==> src/rarmt_pkg.sv <==
// Shared constants and types for the range-assign range-max tree.
`default_nettype none
package rarmt_pkg;
    localparam int MAX_ELEMENTS = 1024;
    localparam int LEVELS       = $clog2(MAX_ELEMENTS);
    localparam int NODE_AW      = LEVELS + 1;
    localparam int NODE_DEPTH   = 2 * MAX_ELEMENTS;
    localparam int IDX_W        = 11;
    localparam int VAL_W        = 64;
    localparam int ENTRY_W      = 2 * VAL_W + 1;

    localparam logic ACT_ASSIGN = 1'b0;
    localparam logic ACT_QUERY  = 1'b1;

    typedef logic signed [VAL_W-1:0] t_val;

    // node entry: pending flag, pending value, subtree maximum
    typedef struct packed {
        logic pend;
        t_val asg;
        t_val mx;
    } t_node;
endpackage
`default_nettype wire

==> src/rarmt_cmp.sv <==
// Shared signed maximum unit.
`default_nettype none
module rarmt_cmp (
    input  wire rarmt_pkg::t_val i_a,
    input  wire rarmt_pkg::t_val i_b,
    output rarmt_pkg::t_val      o_max
);
    import rarmt_pkg::*;
    assign o_max = (i_a > i_b) ? i_a : i_b;
endmodule
`default_nettype wire
==> config.mk <==
export PLATFORM = sky130hd
export DESIGN_NAME = rarmt_cmp
export DESIGN_NICKNAME = d
export VERILOG_FILES = /design/src/rarmt_pkg.sv /design/src/rarmt_cmp.sv
export SDC_FILE = /design/constraint.sdc
export NUM_CORES = 1
export LEC_CHECK = 0
export BUFFER_PORTS_ARGS = -buffer_cell sky130_fd_sc_hd__buf_4
export CAP_MARGIN = 10
export CORE_ASPECT_RATIO = 0.7
export CORE_MARGIN = 8
export CORE_UTILIZATION = 38
export DETAILED_ROUTE_END_ITERATION = 10
export PLACE_DENSITY = 0.91
export SYNTH_ARGS = -nofsm -noshare
export SYNTH_HDL_FRONTEND = slang
export SYNTH_SLANG_ARGS = --single-unit
export TNS_END_PERCENT = 30
==> constraint.sdc <==
create_clock -name vclk -period 2.3
set_clock_uncertainty 0.15 [all_clocks]
set_input_delay 0 -clock vclk [all_inputs]
set_output_delay 0 -clock vclk [all_outputs]
set_load 0.02 [all_outputs]
After elaboration in Yosys (flattened, before gate mapping)
Index checks and enable logic that the tools add are counted.
{ "classes": {"order_cmp": 1, "n_mux": 1} }
{ "op_table": {"columns": ["operator", "count"], "rows": [
  ["$gt A64 B64 Y1", 1],
  ["$mux W64", 1]
]} }
{ "word_totals": {"register_bits": 0} }

Longest topological paths before layout
Gate-level depths: netlist of run 1.
{ "logic_depth": {"depth_word": 2, "ltp_mapped": 11} }

Worst setup path after synthesis of run 1
No wires, ideal clock.
{ "synth_path": {"kind": "input-to-output", "start": "in i_b[63]", "end": "out o_max[13]", "n_path_buf": 1, "required_ns": 2.150, "cell_stages": 11, "t_arrival_ns": 2.381, "slack_ns": -0.231, "path_cell_list": "inv_1 ha_1 nand4_1 nor3_1 a22o_1 nor4_1 nand3_1 nor3_2 mux2i_4 buf_6 mux2_1"} }
{ "synth_via": {"elab_chain_len": 2} }
{ "synth_rtl": {"columns": ["element", "line_no", "text"], "rows": [
  ["from (decl)", "rarmt_cmp.sv:5", "input wire rarmt_pkg::t_val i_b,"],
  ["$gt A64 B64 Y1", "rarmt_cmp.sv:9", "assign o_max = (i_a > i_b) ? i_a : i_b;"],
  ["$mux W64", "rarmt_cmp.sv:9", null],
  ["to (decl)", "rarmt_cmp.sv:6", "output rarmt_pkg::t_val o_max"]
]} }
No other way between the ends.

Worst setup path in the final report of run 1
{ "layout_path": {"start": "in i_a[46]", "end": "out o_max[29]"} }
{ "layout_via": {"elab_chain_len": 2} }
{ "layout_rtl": {"columns": ["element", "line_no", "text"], "rows": [
  ["from (decl)", "rarmt_cmp.sv:4", "input wire rarmt_pkg::t_val i_a,"],
  ["$gt A64 B64 Y1", "rarmt_cmp.sv:9", null],
  ["$mux W64", "rarmt_cmp.sv:9", null]
]} }
No other way between the ends.

==> impl_metrics.env, run 1 <==
export IMPL_arrival_ps=2590
export IMPL_synth_adder_area_share_pct=32.32
export IMPL_grt_util_all_layers_pct=23.42
export IMPL_synth_seq_area_share_pct=0
export IMPL_row_count=24
export IMPL_yosysWarningCount=0
export IMPL_grt_pass1_wl_um=18690
export IMPL_fin_crit_sh_pct=119.0
export IMPL_end_kind="output port"
export IMPL_synth_compound_area_share_pct=11.41
export IMPL_gp_congestion=0.8477
export IMPL_yosysUniqueCellTypes=29
export IMPL_max_cap_viol_count=0
export IMPL_worst_slew_pin_slew_ps=344.3
export IMPL_fp_dieW_um=112.5
export IMPL_worstSetupPathType="in -> out"
export IMPL_routed_wirelength_um=12080
export IMPL_p_per_area_nw_per_um2=334.6
export IMPL_cts_hold_buf=0
export IMPL_required_ps=2150
export IMPL_worst_slack_ps=-436.3
export IMPL_crit_path_max_fanout=8
export IMPL_yosys_top_cells_area="ha_1 (32%), mux2_2 (21%), inv_1 (10%), mux2_4 (6.1%), a21oi_1 (5.5%)"
export IMPL_placed_area_um2=4659
export IMPL_syn_to_final_growth_pct=119.4
export IMPL_clock_buffers=0
export IMPL_grt_max_degree=9
export IMPL_chipHeight_um=83.56
export IMPL_hp_class="in -> out"
export IMPL_ant_nets=0
export IMPL_route_detailed_wl_per_inst_um=19.75
export IMPL_viasPerCell=5.322
export IMPL_final_cell_mix="buf_4 (137), buf_6 (85), mux2_4 (62), inv_1 (50), ha_1 (42)"
export IMPL_seq_cell_count=0
export IMPL_final_design_area_no_fill_um2=5436
export IMPL_grt_pass1_vias=3799
export IMPL_p_leak_nw=2.909
export IMPL_drive_gt1_share_pct=67.98
export IMPL_ios=192
export IMPL_n_fill_cell=312
export IMPL_synth_simple_area_share_pct=11.87
export IMPL_gr_total_overflow=0
export IMPL_worst_hold_slack_ps=161.9
export IMPL_synth_top_area_cell="ha_1"
export IMPL_regArea_um2=0
export IMPL_violations="negative setup slack"
export IMPL_syn_area_um2=2477
export IMPL_synth_mux_area_share_pct=31.52
export IMPL_setup_violations_final=64
export IMPL_slew_headroom_pct=76.81
export IMPL_synth_xor_area_share_pct=0
export IMPL_die_area_um2=9400
export IMPL_synth_top_cell_area_share_pct=32.32
export IMPL_drc=0
export IMPL_io_buffers=192
export IMPL_cp_start_kind="input pin"
export IMPL_finalHoldViolCount=0
export IMPL_layout_nets=728
export IMPL_outcome="finished, violations left"
export IMPL_period_needed_ps=2736
export IMPL_rsz0062_at_grt="true"
export IMPL_first_pass_iters=4
export IMPL_synthCells=305
export IMPL_postSynthAreaPerCell_um2=8.123
export IMPL_synth_fp_nets=497
export IMPL_fmax_mhz=365.5
export IMPL_fp_coreArea_um2=6276
export IMPL_timing_final_max_slew_violations=0
export IMPL_synth_top_family_by_area="adder cells"
export IMPL_grt_antenna_before_repair=0
export IMPL_diodes=0
export IMPL_drt_iter0_markers=62
export IMPL_start_util_pct=39.47
export IMPL_vias=3257
export IMPL_vdd_drop_max_mv=0.2322
export IMPL_multi_input_area_um2=2796
export IMPL_setup_tns_ps=-24390
export IMPL_final_common_cell="buf_4"
export IMPL_place_hpwl_um=9283
==> where the power goes <==
part | internal [mW] | switching, mW | leakage [nW] | total (mW)
Sequential | 0 | 0 | 0 | 0
Clock | 0 | 0 | 0 | 0
Combinational | 1.04 | 0.777 | 2.91 | 1.82
Total | 1.04 | 0.777 | 2.91 | 1.82
==> stage by stage <==
step | util [%] | setup slack [ps] | std cells | power, mW
floorplan | - | -90.44 | 305 | 0.8431
global placement | 74.24 | -549.9 | 602 | 1.438
detailed placement | 74.24 | -531.2 | 602 | 1.482
CTS | 84.63 | -432.5 | 611 | 1.775
global route | 86.62 | -550.2 | 612 | 1.926
finish | 86.62 | -436.3 | 612 | 1.819
==> area by class of cell <==
| class | instances | area share, % |
|---|---|---|
| Multi-Input combinational cell | 232 | 51.44 |
| Timing Repair Buffer | 235 | 41.36 |
| Inverter | 67 | 5.409 |
| Tap cell | 78 | 1.795 |
==> cell families after synthesis <==
family          Yosys count
compound gates           48
fa+ha+maj                64
buf+inv                  73
mux                      65
simple gates             55
==> critical path: stages <==
cell and delay [ps]:
buf_4 130, ha_4 280, nand4_1 180, buf_4 200, nor4_4 260, and2_4 210, nand2_2 50, a21oi_2 150
nor3_4 70, mux2i_4 190, buf_6 140, buf_8 130, buf_12 140, mux2_4 320, buf_6 130
==> Yosys cell counts, types with 2 or more instances <==
cell	count
nand4_1	12
mux2_2	47
nand2_1	14
nor3_1	2
mux2_4	10
inv_1	67
ha_1	64
o21ai_0	8
nor2_1	4
nand3_1	11
a221oi_1	3
a21o_1	3
nor4_1	6
and4_1	2
a21oi_1	27
buf_6	6
mux2_1	7
==> metal layers <==
metal  global-route usage (%)  part of all wire, %
met1                    22.69                   36
met2                    46.87                   54
met3                    7.081                  7.4
met4                    5.854                  2.7
met5                        0                    0
==> timing repair <==
action | CTS | global route
gates cloned | 3 | 0
setup buffers | 8 | 2
endpoints found under the setup margin | 64 | 64
pin swaps | 20 | 22
resized for setup | 120 | 30
==> worst paths after layout <==
check / start / end / depth (start not counted)
setup / recovery: i_a[46] / o_max[29] / 15
hold / removal: i_b[54] / o_max[54] / 3
Power figures use the tool's default switching activity.
==> run 2, diff against run 1 <==
--- a/config.mk
+++ b/config.mk
@@ -9,9 +9,9 @@
 export CAP_MARGIN = 10
 export CORE_ASPECT_RATIO = 0.7
 export CORE_MARGIN = 8
-export CORE_UTILIZATION = 38
+export CORE_UTILIZATION = 42
 export DETAILED_ROUTE_END_ITERATION = 10
-export PLACE_DENSITY = 0.91
+export PLACE_DENSITY = 0.95
 export SYNTH_ARGS = -nofsm -noshare
 export SYNTH_HDL_FRONTEND = slang
 export SYNTH_SLANG_ARGS = --single-unit
==> constraint.sdc (replaced) <==
create_clock -name vclk -period 2.9
set_clock_uncertainty 0.15 [all_clocks]
set_input_delay 0 -clock vclk [all_inputs]
set_output_delay 0 -clock vclk [all_outputs]
set_load 0.02 [all_outputs]
==> impl_metrics.env, run 2 (synthesized netlist as in run 1, its figures left out) <==
export IMPL_gp_congestion=0.8167
export IMPL_path_cells="buf_4 -> inv_1 -> ha_4 -> nand4_1 -> buf_6 -> nor4_4 -> or3b_4 -> nand3_4 -> nor3_4 -> mux2i_4 -> buf_12 -> buf_12 -> mux2_2 -> buf_4"
export IMPL_ios=192
export IMPL_cp_start_kind="input pin"
export IMPL_vias=2983
export IMPL_place_hpwl_um=8249
export IMPL_arrival_ps=2690
export IMPL_chipHeight_um=80.26
export IMPL_fp_dieW_um=107.8
export IMPL_layout_nets=698
export IMPL_finalHoldViolCount=0
export IMPL_clock_power_share_pct=0
export IMPL_cts_hold_buf=0
export IMPL_grt_pass1_wl_um=14030
export IMPL_grt_antenna_before_repair=0
export IMPL_max_cap_viol_count=0
export IMPL_ant_nets=0
export IMPL_io_buffers=192
export IMPL_fin_crit_sh_pct=97.95
export IMPL_final_design_area_no_fill_um2=4292
export IMPL_die_area_um2=8651
export IMPL_cpMaxStageDelayCell="or3b_4"
export IMPL_drc=0
export IMPL_outcome="finished, final reports clean"
export IMPL_worst_hold_slack_ps=169.9
export IMPL_viasPerCell=5.152
export IMPL_p_switching_uw=502.7
export IMPL_timing_final_max_slew_violations=0
export IMPL_swShare_pct=46.88
export IMPL_setup_violations_final=0
export IMPL_worstSetupPathType="in -> out"
export IMPL_grt_pass1_vias=3121
export IMPL_diodes=0
export IMPL_cp_slowest_stage_delay_ps=440
export IMPL_period_needed_ps=2841
export IMPL_regArea_um2=0
export IMPL_start_util_pct=43.48
export IMPL_route_detailed_wl_per_inst_um=17.17
export IMPL_routed_wirelength_um=9939
export IMPL_fp_coreArea_um2=5698
export IMPL_comb_power_share_pct=100.0
export IMPL_grt_util_all_layers_pct=18.97
export IMPL_worst_slew_pin_slew_ps=439.7
export IMPL_crit_path_max_fanout=14
export IMPL_final_common_cell="buf_4"
export IMPL_syn_to_final_growth_pct=73.23
export IMPL_end_kind="output port"
export IMPL_row_count=23
export IMPL_seq_cell_count=0
export IMPL_p_int_uw=569.5
export IMPL_fmax_mhz=352.0
export IMPL_first_pass_iters=4
export IMPL_grt_max_degree=22
export IMPL_p_per_area_nw_per_um2=249.8
export IMPL_slew_headroom_pct=70.41
export IMPL_placed_area_um2=4020
export IMPL_required_ps=2750
export IMPL_rsz0062_at_grt="true"
export IMPL_final_cell_mix="buf_4 (197), inv_1 (67), ha_1 (60), mux2_2 (47), a21oi_1 (24)"
export IMPL_p_leak_nw=2.389
export IMPL_drive_gt1_share_pct=55.95
export IMPL_vdd_drop_max_mv=0.1570
export IMPL_hp_class="in -> out"
export IMPL_gr_total_overflow=0
export IMPL_drt_iter0_markers=62
export IMPL_seqPwrFrac_pct=0
export IMPL_clock_buffers=0
## run 2: worst max-delay path, delay by kind of cell
kind	cells	cell delay, ps
multiplexers	2	640
buffers and inverters	6	770
AND/OR/NAND/NOR	5	1000
adder cells (fa/ha/maj)	1	290
## run 2: timing repair
item | 4_1_cts | 5_1_grt
pin swaps | 4 | 3
buffers inserted | 2 | 4
endpoints found under the setup margin | 64 | 64
gates resized for setup | 8 | 20
cloned | 1 | 1
## run 2: power by group through the flow
stage,clock network [mW],registers [mW],logic [mW]
after floorplan,0,0,0.565
after global placement,0,0,0.950
after detailed placement,0,0,0.978
after CTS,0,0,1.02
after global routing,0,0,1.14
final,0,0,1.07
## run 2: final timing paths
kind	from	endpoint	cells after the start
setup / recovery	i_b[63]	o_max[43]	14
hold / removal	i_b[16]	o_max[16]	3
## run 2: layout make-up
cell class | count | area [um2]
inverter | 67 | 251.5
tap | 75 | 93.84
fill | 394 | 1406
timing repair buffer | 205 | 1642
multi-input combinational | 232 | 2305
## run 2: per-stage QoR
step	worst slack (ps)	TNS (ps)	util, %	power [mW]	std cells
final	59.39	0	75.32	1.072	579
after global routing	-39.13	-768.8	75.32	1.142	579
after CTS	2.709	0	72.22	1.019	574
after detailed placement	-100.5	-3828	70.55	0.9783	571
after global placement	-22.54	-429.4	70.55	0.9496	571
after floorplan	368.6	0	-	0.5646	305
## run 2: per-layer routing
layer	up-vias	part of all wire [%]	global-route usage [%]
li1	1491	-	-
met1	1370	39	20.25
met2	114	53	38.57
met3	8	6.8	3.917
met4	0	0.99	1.241
met5	-	0	0
==> run 3, diff against run 2 <==
--- a/config.mk
+++ b/config.mk
@@ -11,7 +11,7 @@
 export CORE_MARGIN = 8
 export CORE_UTILIZATION = 42
 export DETAILED_ROUTE_END_ITERATION = 10
-export PLACE_DENSITY = 0.95
+export PLACE_DENSITY = 0.84
 export SYNTH_ARGS = -nofsm -noshare
 export SYNTH_HDL_FRONTEND = slang
 export SYNTH_SLANG_ARGS = --single-unit
==> impl_metrics.env, run 3 (synthesized netlist as in run 1, its figures left out) <==
export IMPL_outcome="finished, violations left"
export IMPL_violations="negative setup slack"
export IMPL_n_fill_cell=447
export IMPL_final_common_cell="buf_4"
export IMPL_final_cell_mix="buf_4 (197), inv_1 (67), ha_1 (61), mux2_2 (47), a21oi_1 (26)"
export IMPL_grt_antenna_before_repair=0
export IMPL_gr_total_overflow=0
export IMPL_fin_crit_sh_pct=101.7
export IMPL_viasPerCell=5.157
export IMPL_cp_start_kind="input pin"
export IMPL_grt_pass1_wl_um=13730
export IMPL_stdcell_count=578
export IMPL_seq_cell_count=0
export IMPL_ios=192
export IMPL_fmax_mhz=339.2
export IMPL_chipHeight_um=80.26
export IMPL_setup_violations_final=42
export IMPL_hp_class="in -> out"
export IMPL_worst_slew_pin_slew_ps=389.7
export IMPL_first_pass_iters=4
export IMPL_setup_tns_ps=-1391
export IMPL_place_hpwl_um=8037
export IMPL_p_per_area_nw_per_um2=248.6
export IMPL_p_leak_nw=2.377
export IMPL_io_buffers=192
export IMPL_die_area_um2=8651
export IMPL_dp_cells=569
export IMPL_required_ps=2750
export IMPL_p_total_mw=1.050
export IMPL_crit_top_cell="buf_4"
export IMPL_fp_dieW_um=107.8
export IMPL_worstSetupPathType="in -> out"
export IMPL_timing_final_max_slew_violations=0
export IMPL_end_kind="output port"
export IMPL_fp_coreArea_um2=5698
export IMPL_crit_path_end="o_max[58]"
export IMPL_routed_wirelength_um=9631
export IMPL_layout_nets=697
export IMPL_arrival_ps=2800
export IMPL_max_cap_viol_count=0
export IMPL_drc=0
export IMPL_rsz0062_at_grt="true"
export IMPL_diodes=0
export IMPL_crit_path_max_fanout=6
export IMPL_period_needed_ps=2948
export IMPL_route_detailed_wl_per_inst_um=16.66
export IMPL_ant_nets=0
export IMPL_regArea_um2=0
export IMPL_drive_gt1_share_pct=54.87
export IMPL_place_ws_ps=-32.11
export IMPL_worst_slack_ps=-48.30
export IMPL_grt_util_all_layers_pct=18.44
export IMPL_vias=2981
export IMPL_cp_slowest_stage_delay_ps=420
export IMPL_drt_iter0_markers=73
export IMPL_slew_headroom_pct=73.80
export IMPL_grt_pass1_vias=3028
export IMPL_vdd_drop_max_mv=0.1318
export IMPL_syn_to_final_growth_pct=70.45
export IMPL_gp_congestion=0.7830
export IMPL_finalHoldViolCount=0
export IMPL_row_count=23
export IMPL_start_util_pct=43.48
export IMPL_startpoint="i_b[61]"
export IMPL_path_cells="buf_4 -> inv_1 -> ha_4 -> nand4_1 -> buf_4 -> nor4_4 -> or3b_4 -> nand3_2 -> nor3_4 -> mux2i_4 -> buf_12 -> clkbuf_16 -> mux2_2 -> buf_4"
export IMPL_grt_max_degree=44
export IMPL_clock_buffers=0
export IMPL_cpMaxStageDelayCell="or3b_4"
run 3: cell types whose count changed in the layout (fill, tap and decap cells not counted), sizes merged:
cell / change
buf: -2
clkbuf: +1
run 3: cell type report:
| class | instances | area (um2) | share of cell area (%) |
|---|---|---|---|
| Tap cell | 75 | 93.84 | 2.222 |
| Multi-Input combinational cell | 232 | 2257 | 53.45 |
| Inverter | 67 | 251.5 | 5.956 |
| Timing Repair Buffer | 204 | 1620 | 38.37 |
run 3: timing repair:
item                                    CTS  global route
endpoints found under the hold margin     0             0
buffers inserted                          0             5
gates cloned                              0             4
gates resized for setup                   2            16
hold buffers                              0             0
endpoints found under the setup margin   43            64
pin swaps                                 2             4
run 3: power breakdown:
group | switching [mW] | total (mW) | internal [mW] | leakage, nW
clock network | 0 | 0 | 0 | 0
registers | 0 | 0 | 0 | 0
logic | 0.493 | 1.05 | 0.557 | 2.38
run 3: worst min path at each step:
stage,cells after the start,end,slack (ps),from
floorplan,1,o_max[10],9,i_a[10]
global placement,3,o_max[16],170,i_b[16]
detailed placement,3,o_max[14],180,i_b[14]
CTS,3,o_max[14],180,i_b[14]
global route,3,o_max[14],180,i_b[14]
finish,3,o_max[14],170,i_b[14]
run 3: worst max-delay path: cells and delay by family:
kind / cells / cell delay (ps)
mux: 2 / 570
simple gates: 5 / 1100
buf+inv: 6 / 830
fa+ha+maj: 1 / 260
run 3: through the flow:
step | hold WS (ps) | util (%) | area, um2
after global routing | 182.3 | 74.11 | 4223
after CTS | 175.7 | 70.29 | 4005
after global placement | 172.7 | 70.07 | 3993
after detailed placement | 175.6 | 70.07 | 3993
after floorplan | 9.396 | - | 2477
final | 172.7 | 74.11 | 4223
run 3: per-layer routing:
layer | global-route usage [%] | routed length (um) | part of all wire [%]
met1 | 21.07 | 3914 | 41
met2 | 36.12 | 5031 | 52
met3 | 3.677 | 646 | 6.7
met4 | 0.4138 | 38 | 0.39
met5 | 0 | 0 | 0
